## config.mk

```make
export PLATFORM = sky130hd
export DESIGN_NAME = supply_and_temperature_monitor_top
export DESIGN_NICKNAME = d
export VERILOG_FILES = /design/src/hdl/stm_pkg.sv /design/src/hdl/supply_and_temperature_monitor_top.sv /design/src/hdl/stm_front.sv /design/src/hdl/stm_queue.sv /design/src/hdl/stm_div.sv /design/src/hdl/stm_back.sv
export SDC_FILE = /design/constraint.sdc
export NUM_CORES = 2
export LEC_CHECK = 0
export ABC_AREA = 1
export ABC_CLOCK_PERIOD_IN_PS = 6400
export BUFFER_PORTS_ARGS = -buffer_cell sky130_fd_sc_hd__buf_4
export CAP_MARGIN = 20
export CORE_ASPECT_RATIO = 1.1
export CORE_UTILIZATION = 64
export CTS_CLUSTER_DIAMETER = 40
export CTS_CLUSTER_SIZE = 8
export DETAILED_ROUTE_END_ITERATION = 8
export GPL_TIMING_DRIVEN = 0
export PLACE_DENSITY = 0.88
export RECOVER_POWER = 100
export SLEW_MARGIN = 5
export SYNTH_ARGS = -nofsm -noshare
export SYNTH_HDL_FRONTEND = slang
export SYNTH_SLANG_ARGS = --single-unit
```

## constraint.sdc

```tcl
create_clock -name clk -period 6.4 [get_ports clk]
set_clock_uncertainty 0.2 [all_clocks]
set_input_delay 0.96 -clock clk [delete_from_list [all_inputs] [get_ports clk]]
set_output_delay 0.96 -clock clk [all_outputs]
set_load 0.01 [all_outputs]
```

## src/hdl/stm_pkg.sv

```systemverilog
// Shared types, constants and codes of the supply and temperature monitor.
`default_nettype none
package stm_pkg;

  // Running average
  localparam int ACC_W     = 16;
  localparam int AVG_SHIFT = 6;
  localparam int AVG_W     = ACC_W - AVG_SHIFT;
  localparam int SAMPLE_W  = 10;

  // Configuration register widths
  localparam int VDD_NUM_W   = 24;
  localparam int INTERCEPT_W = 31;
  localparam int TDIV_W      = 16;
  localparam int TEMP_W      = 16;

  // Result widths
  localparam int SUPPLY_W = 16;
  localparam int RESULT_W = 32;

  // Temperature datapath
  localparam int TEMP_SCALE = 100;
  localparam int PROD_W     = AVG_W + SUPPLY_W;   // savg * supply
  localparam int SCALED_W   = PROD_W + 7;         // times 100
  localparam int DIFF_W     = SCALED_W + 1;       // signed difference

  // Shared divider
  localparam int DIV_W     = SCALED_W;
  localparam int DEN_W     = 16;
  localparam int DIV_CNT_W = $clog2(DIV_W + 1);

  // APB
  localparam int APB_ADDR_W = 5;
  localparam int APB_DATA_W = 32;

  typedef enum logic [2:0] {
    REG_VDD_NUMERATOR  = 3'd0,
    REG_TEMP_INTERCEPT = 3'd1,
    REG_TEMP_DIVISOR   = 3'd2,
    REG_TEMP_BASE      = 3'd3,
    REG_TEMP_OFFSET    = 3'd4
  } reg_idx_t;

  typedef enum logic {
    FUNC_SAMPLE = 1'b0,
    FUNC_REPORT = 1'b1
  } func_t;

  typedef struct packed {
    logic                func;
    logic [SAMPLE_W-1:0] sample;
  } item_t;

  typedef struct packed {
    logic                       is_report;
    logic                       next_channel;
    logic [SUPPLY_W-1:0]        supply_hundredths;
    logic signed [RESULT_W-1:0] temperature_hundredths;
    logic                       reference_zero;
  } result_t;

  // Classified work handed from front to back
  typedef struct packed {
    logic             is_report;
    logic             next_channel;
    logic [AVG_W-1:0] ravg;
    logic [AVG_W-1:0] savg;
  } work_t;

  typedef struct packed {
    logic             start;
    logic [DIV_W-1:0] num;
    logic [DEN_W-1:0] den;
  } div_req_t;

  typedef struct packed {
    logic             busy;
    logic             done;
    logic [DIV_W-1:0] quot;
  } div_rsp_t;

  typedef struct packed {
    logic [VDD_NUM_W-1:0]   vdd_numerator;
    logic [INTERCEPT_W-1:0] temp_intercept;
    logic [TDIV_W-1:0]      temp_divisor;
    logic [TEMP_W-1:0]      temp_base;
    logic [TEMP_W-1:0]      temp_offset;
  } cfg_t;

  typedef enum logic [2:0] {
    B_IDLE,
    B_SUPPLY,
    B_MUL,
    B_SCALE,
    B_DIFF,
    B_ABS,
    B_TEMP,
    B_DONE
  } back_state_t;

endpackage
`default_nettype wire

```

## src/hdl/supply_and_temperature_monitor_top.sv

```systemverilog
// Top level of the supply and temperature monitor: registers and wiring.
//
// The block takes 10-bit ADC samples that alternate between the internal
// reference (first after reset) and the temperature sensor, keeping a 10-bit
// running average per channel (16-bit accumulator), and on a report beat returns the supply in
// hundredths of a volt (vdd_numerator / reference average, saturated at 65535,
// with reference_zero set when that average is zero) and the temperature in
// hundredths of a degree. Every input beat yields exactly one result beat, in
// order. A sample beat passes through the front, a two-entry queue and the
// back, and a new one may be accepted every cycle while the queue has room.
// A report runs the multiply, scale, difference and absolute-value states
// and the shared restoring divider, one quotient bit per cycle, for the
// supply and the temperature unless the reference average or the divisor is
// zero. The front keeps accepting while the back is busy until the queue
// fills. There is no clearing pass after reset.
// Configuration goes through the APB port (register i at byte 4*i); write it
// only while no beat is in flight.
`default_nettype none
module supply_and_temperature_monitor_top
  import stm_pkg::*;
(
  input  wire logic                  clk,
  input  wire logic                  rst,
  // APB configuration
  input  wire logic                  psel,
  input  wire logic                  penable,
  input  wire logic                  pwrite,
  input  wire logic [APB_ADDR_W-1:0] paddr,
  input  wire logic [APB_DATA_W-1:0] pwdata,
  output logic [APB_DATA_W-1:0]      prdata,
  output logic                       pready,
  // input beats
  input  wire logic                  item_valid,
  output logic                       item_ready,
  input  wire item_t                 item,
  // result beats
  output logic                       result_valid,
  input  wire logic                  result_ready,
  output result_t                    result
);

  cfg_t     cfg;
  reg_idx_t reg_idx;
  logic     wr_en;

  logic     push;
  work_t    push_entry;
  logic     q_full;
  logic     q_valid;
  work_t    q_entry;
  logic     pop;
  div_req_t div_req;
  div_rsp_t div_rsp;

  // registers: always ready, write on the access phase
  assign pready  = 1'b1;
  assign reg_idx = reg_idx_t'(paddr[APB_ADDR_W-1:2]);
  assign wr_en   = psel && penable && pwrite && pready;

  always_ff @(posedge clk) begin
    if (rst) begin
      cfg.vdd_numerator  <= VDD_NUM_W'(148480);
      cfg.temp_intercept <= INTERCEPT_W'(10752000);
      cfg.temp_divisor   <= TDIV_W'(368);
      cfg.temp_base      <= TEMP_W'(2500);
      cfg.temp_offset    <= TEMP_W'(-500);
    end else if (wr_en) begin
      unique case (reg_idx)
        REG_VDD_NUMERATOR:  cfg.vdd_numerator  <= pwdata[VDD_NUM_W-1:0];
        REG_TEMP_INTERCEPT: cfg.temp_intercept <= pwdata[INTERCEPT_W-1:0];
        REG_TEMP_DIVISOR:   cfg.temp_divisor   <= pwdata[TDIV_W-1:0];
        REG_TEMP_BASE:      cfg.temp_base      <= pwdata[TEMP_W-1:0];
        REG_TEMP_OFFSET:    cfg.temp_offset    <= pwdata[TEMP_W-1:0];
        default:            ;  // unmapped: ignored
      endcase
    end
  end

  // read back, signed registers sign-extended
  always_comb begin
    unique case (reg_idx)
      REG_VDD_NUMERATOR:  prdata = APB_DATA_W'(cfg.vdd_numerator);
      REG_TEMP_INTERCEPT: prdata = APB_DATA_W'(cfg.temp_intercept);
      REG_TEMP_DIVISOR:   prdata = APB_DATA_W'(cfg.temp_divisor);
      REG_TEMP_BASE:
        prdata = {{(APB_DATA_W-TEMP_W){cfg.temp_base[TEMP_W-1]}}, cfg.temp_base};
      REG_TEMP_OFFSET:
        prdata = {{(APB_DATA_W-TEMP_W){cfg.temp_offset[TEMP_W-1]}}, cfg.temp_offset};
      default:            prdata = '0;
    endcase
  end

  // front: averaging and classification
  stm_front u_front (
    .clk        (clk),
    .rst        (rst),
    .item_valid (item_valid),
    .item_ready (item_ready),
    .item       (item),
    .q_full     (q_full),
    .push       (push),
    .entry      (push_entry)
  );

  // decouples the front from the long report computation
  stm_queue u_queue (
    .clk        (clk),
    .rst        (rst),
    .push       (push),
    .push_entry (push_entry),
    .full       (q_full),
    .pop        (pop),
    .q_valid    (q_valid),
    .q_entry    (q_entry)
  );

  // shared serial divider for supply and temperature
  stm_div u_div (
    .clk (clk),
    .rst (rst),
    .req (div_req),
    .rsp (div_rsp)
  );

  // back: report arithmetic and output register
  stm_back u_back (
    .clk          (clk),
    .rst          (rst),
    .cfg          (cfg),
    .q_valid      (q_valid),
    .q_entry      (q_entry),
    .pop          (pop),
    .div_req      (div_req),
    .div_rsp      (div_rsp),
    .result_valid (result_valid),
    .result_ready (result_ready),
    .result       (result)
  );

endmodule
`default_nettype wire

```

## src/hdl/stm_front.sv

```systemverilog
// Front: accepts items, updates the channel averages, classifies work.
`default_nettype none
module stm_front
  import stm_pkg::*;
(
  input  wire logic  clk,
  input  wire logic  rst,
  input  wire logic  item_valid,
  output logic       item_ready,
  input  wire item_t item,
  input  wire logic  q_full,
  output logic       push,
  output work_t      entry
);

  logic [ACC_W-1:0] ref_acc;
  logic [ACC_W-1:0] sns_acc;
  logic             conv_ref;
  logic [ACC_W-1:0] sel_acc;
  logic [ACC_W-1:0] acc_next;

  assign item_ready = !q_full;
  assign push       = item_valid && item_ready;

  assign sel_acc  = conv_ref ? ref_acc : sns_acc;
  assign acc_next = sel_acc + {{(ACC_W-SAMPLE_W){1'b0}}, item.sample}
                    - (sel_acc >> AVG_SHIFT);

  always_comb begin
    entry.is_report = (item.func == FUNC_REPORT);
    // after a sample the other channel is selected
    entry.next_channel = (item.func == FUNC_REPORT) ? !conv_ref : conv_ref;
    entry.ravg = ref_acc[ACC_W-1:AVG_SHIFT];
    entry.savg = sns_acc[ACC_W-1:AVG_SHIFT];
  end

  always_ff @(posedge clk) begin
    if (rst) begin
      ref_acc  <= '0;
      sns_acc  <= '0;
      conv_ref <= 1'b1;
    end else if (push && item.func == FUNC_SAMPLE) begin
      if (conv_ref) begin
        ref_acc <= acc_next;
      end else begin
        sns_acc <= acc_next;
      end
      conv_ref <= !conv_ref;
    end
  end

endmodule
`default_nettype wire

```

## src/hdl/stm_queue.sv

```systemverilog
// Two-entry queue between front and back.
`default_nettype none
module stm_queue
  import stm_pkg::*;
(
  input  wire logic  clk,
  input  wire logic  rst,
  input  wire logic  push,
  input  wire work_t push_entry,
  output logic       full,
  input  wire logic  pop,
  output logic       q_valid,
  output work_t      q_entry
);

  work_t      mem [2];
  logic       wr_ptr;
  logic       rd_ptr;
  logic [1:0] count;

  assign full    = (count == 2'd2);
  assign q_valid = (count != 2'd0);
  assign q_entry = mem[rd_ptr];

  always_ff @(posedge clk) begin
    if (push) begin
      mem[wr_ptr] <= push_entry;
    end
  end

  always_ff @(posedge clk) begin
    if (rst) begin
      wr_ptr <= 1'b0;
      rd_ptr <= 1'b0;
      count  <= 2'd0;
    end else begin
      if (push) wr_ptr <= !wr_ptr;
      if (pop)  rd_ptr <= !rd_ptr;
      unique case ({push, pop})
        2'b10:   count <= count + 2'd1;
        2'b01:   count <= count - 2'd1;
        default: count <= count;
      endcase
    end
  end

  a_no_overflow: assert property (@(posedge clk) disable iff (rst)
    full && !pop |-> !push)
    else $error("queue push while full");

  a_no_underflow: assert property (@(posedge clk) disable iff (rst)
    pop |-> q_valid)
    else $error("queue pop while empty");

endmodule
`default_nettype wire

```

## src/hdl/stm_div.sv

```systemverilog
// Shared restoring divider, one quotient bit per cycle.
`default_nettype none
module stm_div
  import stm_pkg::*;
(
  input  wire logic     clk,
  input  wire logic     rst,
  input  wire div_req_t req,
  output div_rsp_t      rsp
);

  logic [DIV_W-1:0]     work;
  logic [DEN_W-1:0]     rem;
  logic [DEN_W-1:0]     den;
  logic [DIV_CNT_W-1:0] cnt;
  logic                 busy;
  logic                 done;
  logic [DEN_W:0]       rem_sh;
  logic [DEN_W:0]       rem_sub;
  logic                 ge;

  assign rem_sh  = {rem, work[DIV_W-1]};
  assign rem_sub = rem_sh - {1'b0, den};
  assign ge      = (rem_sh >= {1'b0, den});

  assign rsp.busy = busy;
  assign rsp.done = done;
  assign rsp.quot = work;

  always_ff @(posedge clk) begin
    if (req.start) begin
      work <= req.num;
      rem  <= '0;
      den  <= req.den;
      cnt  <= '0;
    end else if (busy) begin
      rem  <= ge ? rem_sub[DEN_W-1:0] : rem_sh[DEN_W-1:0];
      work <= {work[DIV_W-2:0], ge};
      cnt  <= cnt + 1'b1;
    end
  end

  always_ff @(posedge clk) begin
    if (rst) begin
      busy <= 1'b0;
      done <= 1'b0;
    end else begin
      done <= busy && (cnt == DIV_CNT_W'(DIV_W - 1));
      if (req.start) begin
        busy <= 1'b1;
      end else if (busy && (cnt == DIV_CNT_W'(DIV_W - 1))) begin
        busy <= 1'b0;
      end
    end
  end

  a_start_idle: assert property (@(posedge clk) disable iff (rst)
    req.start |-> !busy && !done)
    else $error("divider restarted while busy");

endmodule
`default_nettype wire

```

## src/hdl/stm_back.sv

```systemverilog
// Back: executes queued work, runs the report arithmetic, holds the result.
`default_nettype none
module stm_back
  import stm_pkg::*;
(
  input  wire logic     clk,
  input  wire logic     rst,
  input  wire cfg_t     cfg,
  input  wire logic     q_valid,
  input  wire work_t    q_entry,
  output logic          pop,
  output div_req_t      div_req,
  input  wire div_rsp_t div_rsp,
  output logic          result_valid,
  input  wire logic     result_ready,
  output result_t       result
);

  back_state_t state, state_next;

  logic                slot_free;
  logic                load_sample;
  logic                load_report;
  logic                next_ch;
  logic [AVG_W-1:0]    savg;
  logic [SUPPLY_W-1:0] supply;
  logic                rzero;
  logic [PROD_W-1:0]   prod;
  logic [SCALED_W-1:0] scaled;
  logic [DIFF_W-1:0]   diff;
  logic [DIFF_W-1:0]   diff_neg;
  logic                neg;
  logic [DIV_W-1:0]    quot;
  logic [RESULT_W-1:0] squot;
  logic [RESULT_W-1:0] temp;
  logic [SUPPLY_W-1:0] supply_sat;

  assign slot_free = !result_valid || result_ready;
  assign diff_neg  = -diff;
  assign supply_sat = (|div_rsp.quot[DIV_W-1:SUPPLY_W]) ? '1 : div_rsp.quot[SUPPLY_W-1:0];
  assign squot = neg ? (RESULT_W'(0) - quot[RESULT_W-1:0]) : quot[RESULT_W-1:0];
  assign temp  = {{(RESULT_W-TEMP_W){cfg.temp_base[TEMP_W-1]}}, cfg.temp_base} - squot
               + {{(RESULT_W-TEMP_W){cfg.temp_offset[TEMP_W-1]}}, cfg.temp_offset};

  always_ff @(posedge clk) begin
    if (rst) state <= B_IDLE;
    else     state <= state_next;
  end

  always_comb begin
    state_next  = state;
    pop         = 1'b0;
    load_sample = 1'b0;
    load_report = 1'b0;
    div_req     = '0;
    unique case (state)
      B_IDLE: begin
        if (q_valid && q_entry.is_report) begin
          pop = 1'b1;
          if (q_entry.ravg == '0) begin
            state_next = B_MUL;
          end else begin
            div_req.start = 1'b1;
            div_req.num   = DIV_W'(cfg.vdd_numerator);
            div_req.den   = DEN_W'(q_entry.ravg);
            state_next    = B_SUPPLY;
          end
        end else if (q_valid && slot_free) begin
          pop         = 1'b1;
          load_sample = 1'b1;
        end
      end
      B_SUPPLY: if (div_rsp.done) state_next = B_MUL;
      B_MUL:    state_next = B_SCALE;
      B_SCALE:  state_next = B_DIFF;
      B_DIFF:   state_next = B_ABS;
      B_ABS: begin
        if (cfg.temp_divisor == '0) begin
          state_next = B_DONE;
        end else begin
          div_req.start = 1'b1;
          div_req.num   = diff[DIFF_W-1] ? diff_neg[DIV_W-1:0] : diff[DIV_W-1:0];
          div_req.den   = cfg.temp_divisor;
          state_next    = B_TEMP;
        end
      end
      B_TEMP: if (div_rsp.done) state_next = B_DONE;
      B_DONE: begin
        if (slot_free) begin
          load_report = 1'b1;
          state_next  = B_IDLE;
        end
      end
      default: state_next = B_IDLE;
    endcase
  end

  // report datapath
  always_ff @(posedge clk) begin
    if (state == B_IDLE && pop && q_entry.is_report) begin
      next_ch <= q_entry.next_channel;
      savg    <= q_entry.savg;
      rzero   <= (q_entry.ravg == '0);
      supply  <= '1;
    end
    if (state == B_SUPPLY && div_rsp.done) supply <= supply_sat;
    if (state == B_MUL)   prod   <= {{SUPPLY_W{1'b0}}, savg} * {{AVG_W{1'b0}}, supply};
    if (state == B_SCALE) scaled <= {7'd0, prod} * SCALED_W'(TEMP_SCALE);
    if (state == B_DIFF) begin
      diff <= {1'b0, scaled} - DIFF_W'(cfg.temp_intercept);
    end
    if (state == B_ABS) begin
      neg  <= diff[DIFF_W-1];
      quot <= '0;
    end
    if (state == B_TEMP && div_rsp.done) quot <= div_rsp.quot;
  end

  // output register
  always_ff @(posedge clk) begin
    if (load_sample) begin
      result <= '{is_report: 1'b0, next_channel: q_entry.next_channel,
                  supply_hundredths: '0, temperature_hundredths: '0,
                  reference_zero: 1'b0};
    end else if (load_report) begin
      result <= '{is_report: 1'b1, next_channel: next_ch,
                  supply_hundredths: supply, temperature_hundredths: temp,
                  reference_zero: rzero};
    end
  end

  always_ff @(posedge clk) begin
    if (rst) begin
      result_valid <= 1'b0;
    end else if (load_sample || load_report) begin
      result_valid <= 1'b1;
    end else if (result_ready) begin
      result_valid <= 1'b0;
    end
  end

  a_zero_ref_sat: assert property (@(posedge clk) disable iff (rst)
    result_valid && result.reference_zero |->
      result.is_report && (result.supply_hundredths == '1))
    else $error("zero reference without saturated supply");

  a_sample_clean: assert property (@(posedge clk) disable iff (rst)
    result_valid && !result.is_report |->
      (result.supply_hundredths == '0) && (result.temperature_hundredths == '0)
      && !result.reference_zero)
    else $error("sample result carries report fields");

  a_div_wait: assert property (@(posedge clk) disable iff (rst)
    (state == B_SUPPLY || state == B_TEMP) && !div_rsp.done |-> div_rsp.busy)
    else $error("waiting on an idle divider");

endmodule
`default_nettype wire

```

-- Word level (Yosys, flattened, before mapping)
Memories as Yosys holds them, arrays and structs flattened. A register that Yosys moved wholly into a read port is not among the register bits.
Index checks and enable logic that the tools add are counted.
- order comparisons: 1
- add/sub/neg operators: 11
- reduce and logical (&&, ||, !) cells: 39
- shift operators: 0
- muxes and demuxes: 42
- multiply operators: 2
- equality and inequality tests: 19
- divide/modulo/power cells: 0
- bitwise gates (word level): 2
- operator list (kind ; count):
    $mux W50 ; 5
    $pmux W32 S5 ; 1
    $pmux W50 S2 ; 1
    $mux W33 ; 3
    $mux W32 ; 3
    $mux W16 ; 5
    $sub A33 B31 Y34 ; 1
    $neg A33 Y33 ; 1
    $add A32 B32 Y32 ; 1
    $sub A1 B32 Y32 const A ; 1
    $sub A32 B32 Y32 ; 1
    $mul A26 B5 Y31 const B ; 1
    $mul A10 B16 Y26 ; 1
    $pmux W3 S8 ; 1
    $ge A17 B16 Y1 ; 1
    $mux W1 ; 17
    $reduce_or A17 Y1 ; 1
    $add A16 B10 Y16 ; 1
    $logic_not A16 Y1 ; 1
    $reduce_bool A2 Y1 ; 8
    $sub A16 B10 Y16 ; 1
    $sub A16 B16 Y16 ; 1
    $eq A3 B3 Y1 const B ; 5
    $reduce_and A2 Y1 ; 7
    other kinds (20) ; 47
- ROM bits: 0
- register bits: 420
- memory bits (writable): 44
- memories: 1
- latch bits: 0
- input port bits: 55
- memory list (name ; depth ; bits a word ; read ports ; clocked after memory_dff ; write ports ; line ; source):
    u_queue.mem ; 2 ; 22 ; 1 ; 1 ; 1 ; stm_queue.sv:16 ; work_t mem [2];

-- Depth between registers and ports, before layout
- word-level depth: 10
- gate-level depth with buffers: 24

-- Modules after synthesis
Synthesis repeated with hierarchy kept, for this count alone.
- cells, all modules: 5125
- area, all modules: 37000.5 um^2
- modules (own cells, without submodules) (module ; times used ; cells each ; area an instance (um^2) ; sequential area each (um^2)):
    stm_back ; 1 ; 3224 ; 23148.5 ; 5675.4
    supply_and_temperature_monitor_top ; 1 ; 819 ; 5117.4 ; 2062.0
    stm_div ; 1 ; 529 ; 4095.2 ; 1951.9
    stm_front ; 1 ; 452 ; 2822.7 ; 660.6
    stm_queue ; 1 ; 101 ; 1816.7 ; 1421.4

-- Worst setup path after synthesis
No wires, ideal clock.
- path kind: register -> register
- start: register u_back.savg[3]
- end: register u_back.prod[21], data pin
- setup time: 252 ps
- required time: 5948 ps
- data arrival time: 4778 ps
- cell stages (with the launch flop): 24
- path slack: 1170 ps
- cells stage by stage: edfxtp_1 -> clkbuf_1 -> clkbuf_1 -> nand2_1 -> fa_1 -> inv_1 -> fa_1 -> inv_1 -> fa_1 -> inv_1 -> fa_1 -> inv_1 -> fa_1 -> inv_1 -> ha_1 -> nand2_1 -> nand2_1 -> o21bai_1 -> nand2b_1 -> nand2_1 -> nand2_1 -> nand2_1 -> a21o_1 -> nand2_1
- longest elaborated chain between the ends: 1
- ends and longest elaborated chain (what ; line ; source):
    start, declared ; stm_back.sv:25 ; logic [AVG_W-1:0] savg;
    start signal, assigned ; stm_back.sv:102 ; savg <= q_entry.savg;
    $mul A10 B16 Y26 ; stm_back.sv:107 ; if (state == B_MUL) prod <= {{SUPPLY_W{1'b0}}, savg} * {{AVG_W{1'b0}}, supply};
    end signal, assigned ; stm_back.sv:107 ;
    end, declared ; stm_back.sv:28 ; logic [PROD_W-1:0] prod;
Every way passes these cells.
A chain may end at the register's enable or synchronous reset.

-- Worst setup path in the final report
- start: register u_back.savg[8]
- end: register u_back.prod[18], data pin
Same word-level chain as after synthesis.

==> summary.txt <==
Run status
  • Outcome: finished with violations
  • Failing checks: capacitance limit, slew limit

Floorplan
  • Core area: 54,000 sq um
  • Starting Density: 65.3%
  • DIE AREA: 56,000 sq um
  • Die Ht: 248 microns
  • Die width: 226 microns
  • IO Pins: 141
  • Num rows: 89

Place
  • # port buffers: between 100 and 150
  • Post-DP Area: 37,400 sq um
  • Post-DP HPWL: 84,000 microns
  • GP Congestion: roughly 1.0

Global routing
  • Met1 Use GR: 44.0%
  • Gr busiest metal: met2
  • Largest net degree at the start of global routing: 35
  • Total Routing Usage GR: between 30% and 40%
  • First-pass GRT wire length: between 150,000 and 200,000 microns
  • Met3 track demand over resource: 6.50%
  • Initial antenna violation count: 1
  • Vias in the first global route: 31.5k
  • GRT Residual Overflow: 0
  • M2 GR Usage: between 60% and 70%

Timing
  • Final Critical Period: 6.17 ns
  • RSZ-0062 raised after global routing: true
  • Period utilization: 96.5%
  • Fmax: 0.162 GHz
  • Worst Tran Pin Value: 2.65 ns
  • Relative slew slack: -77.1%
  • Setup TNS: 0 ns
  • Hold Fails Final Rpt: 0
  • Final Max Tran Viols: 93
  • Setup violators final: 0

Synthesis
  • Sequential share of the synthesized area: between 30% and 40%
  • Count of state elements after synthesis: approximately 470
  • Syn Nets: ~5.1k
  • Post-Synthesis Mean Instance Area: approximately 7.6 sq um
  • Warnings from Yosys: 0
  • Post-synth ARST share: 0%
  • Yosys top cell area share: around a fifth
  • Netlist cell types: 54
  • Top post-synthesis cells by area: edfxtp_1, dfxtp_1, nand2_1
  • Synthesized area: between 30,000 and 40,000 sq um
  • EDFF count, synth: approximately 250
  • Area leader, netlist: edfxtp_1
  • Main synth FF type: edfxtp_1
  • Post-Syn Instances: ~4.7k

Clocking
  • Hold Buf Count CTS: 0
  • CTS root buf: clkbuf_16
  • Inserted Clock Buffers: between 70 and 80
  • Worst-Skew Late Latency: 0.62 ns
  • CTS tree: done
  • H-tree lvl count: 3
  • Clock transition at path regs: ~0.050 ns
  • Clk buf depth: 3
  • Sink Count: 465

Setup path
  • Most frequent CP cell: fa_1
  • WP data required: 6.54 ns
  • CP Max Fanout: 10
  • Reg2Reg Setup Slack: 0.23 ns
  • FF-to-FF End: u_back.prod[18]$_DFFE_PP_
  • Worst reg-to-reg path cell count: 19
  • Slowest cell delay on critical path: 0.58 ns
  • Startpoint types: flop
  • WS Path Type: flop to flop
  • Critical Path Slowest Stage Cell: fa_1
  • Crit. End Element: flop
  • CP Data Arrival Time: 6.32 ns
  • Worst r2r src: u_back.savg[8]$_DFFE_PP_
  • CP Cell Sequence: clkbuf_1, clkbuf_1, nand2_1, fa_1, fa_1, inv_1, fa_1, fa_1, inv_1, fa_1, inv_1, ha_1, a21oi_1, o21ai_0, a21oi_1, inv_1, nand3b_1, nand2_1, xor2_1

Cells and area
  • Most used cells in the layout excluding fill and tap cells: nand2_1, inv_1, nor2_1
  • Most common cell after layout, fill and taps aside: nand2_1
  • Share of post-route cells with drive strength above 1: 3.76%
  • Cell area after layout: 39,200 sq um
  • Net count, final: about 5.4k
  • Layout area overhead: 11.2%
  • Fin util: approximately 73%
  • Fill cell count: 4,332

Hold path
  • Hold EP: u_back.diff[0]$_DFFE_PP_
  • HP Start: cfg[48]$_SDFFE_PP0P_
  • WHS Path Cells: 0
  • Hold Path Class: flop to flop

Route
  • DRC errors left: 0
  • DR pass1 iterations: 8
  • Vias post-DR: 32.1k
  • Initial drt markers: 3,202
  • Routed WL per cell: 18.8 microns
  • DRT Wirelength: around 110,000 microns
  • DR vias/cell: 5.65
  • Routed Antenna Nets: 0

Job
  • Max-cap viol count: 3
logic make-up after synthesis:
group / count (synthesis) / synth area share (%)
xor+xnor: 129 / 3.20
fa+ha+maj: 415 / 18.4
compound gates: 665 / 10.5
flops: 465 / 33.4
mux: 11 / 0.351
other cells: 1 / 0.0106
buf+inv: 1070 / 11.5
simple gates: 1914 / 22.6
flip-flops by register name, summed over array words and instances (netlist names), 10 cells and up, named ones only:
register	count
u_back.scaled	31
u_back.supply	16
u_back.result	51
u_div.den	16
u_front.ref_acc	16
u_queue.mem	44
u_back.savg	10
u_back.diff	34
cfg	103
u_back.quot	32
u_back.prod	26
u_front.sns_acc	16
u_div.work	33
u_div.rem	16
per-stage QoR:
step                      cells  hold WS [ns]  setup WS (ns)
after floorplan            4670         0.208           1.17
after global placement     5533         0.214          0.172
after detailed placement   5542         0.217          0.262
after CTS                  5679         0.229          0.226
after global routing       5679         0.253      -0.000688
final                      5682         0.233          0.226
worst max-delay path by stage:
stage                                         from                   endpoint
after CTS                 u_back.savg[9]$_DFFE_PP_  u_back.prod[18]$_DFFE_PP_
final                     u_back.savg[8]$_DFFE_PP_  u_back.prod[18]$_DFFE_PP_
after floorplan           u_back.savg[3]$_DFFE_PP_  u_back.prod[21]$_DFFE_PP_
after global placement    u_back.savg[9]$_DFFE_PP_  u_back.prod[18]$_DFFE_PP_
after global routing      u_back.savg[1]$_DFFE_PP_  u_back.prod[21]$_DFFE_PP_
after detailed placement  u_back.savg[9]$_DFFE_PP_  u_back.prod[18]$_DFFE_PP_
repair_timing:
item | 4_1_cts | 5_1_grt
resized for setup | 0 | 8
setup buffers | 0 | 0
endpoints found under the setup margin | 0 | 6
cells in the mapped netlist (18+ instances only):
cell / number
a21oi_1: 221
xnor2_1: 31
edfxtp_1: 246
dfxtp_1: 219
inv_1: 933
o21bai_1: 25
o21ai_0: 276
nand4_1: 46
nand3_1: 247
nand2_1: 1143
xor2_1: 98
clkbuf_1: 105
nor3_1: 47
fa_1: 173
o211ai_1: 48
a21o_1: 18
nor2_1: 371
ha_1: 242
critical path, delay by kind of cell, from the launching register on:
family	cells	cell delay, ns
xor gates and xnor gates	1	0.16
adders and majority gates	6	3.06
and+or+nand+nor	3	0.32
buffers and inverters	6	1.05
DFF	1	0.38
AOI/OAI and AO/OA	3	0.73
final cells by class:
class                           instances  area, sq um  share of cell area, %
Multi-Input combinational cell       3135        19300                   49.3
Sequential cell                       465        11800                   30.0
Inverter                              942         3540                   9.02
Clock buffer                          118         2150                   5.49
Tap cell                              728          911                   2.32
Timing Repair Buffer                  144          752                   1.92
Buffer                                128          505                   1.29
Clock inverter                         19          241                  0.616
Antenna cell                            3         7.51                 0.0191
routing by layer:
metal,vias to the layer above,wire (microns)
met2,1607,50000
met3,474,8730
li1,15300,-
met4,0,9670
met5,-,0
met1,14700,38500
Power is left out: the tool's default activity adds up to more than one toggle a clock period on the data nets, which glitch-free logic cannot reach.
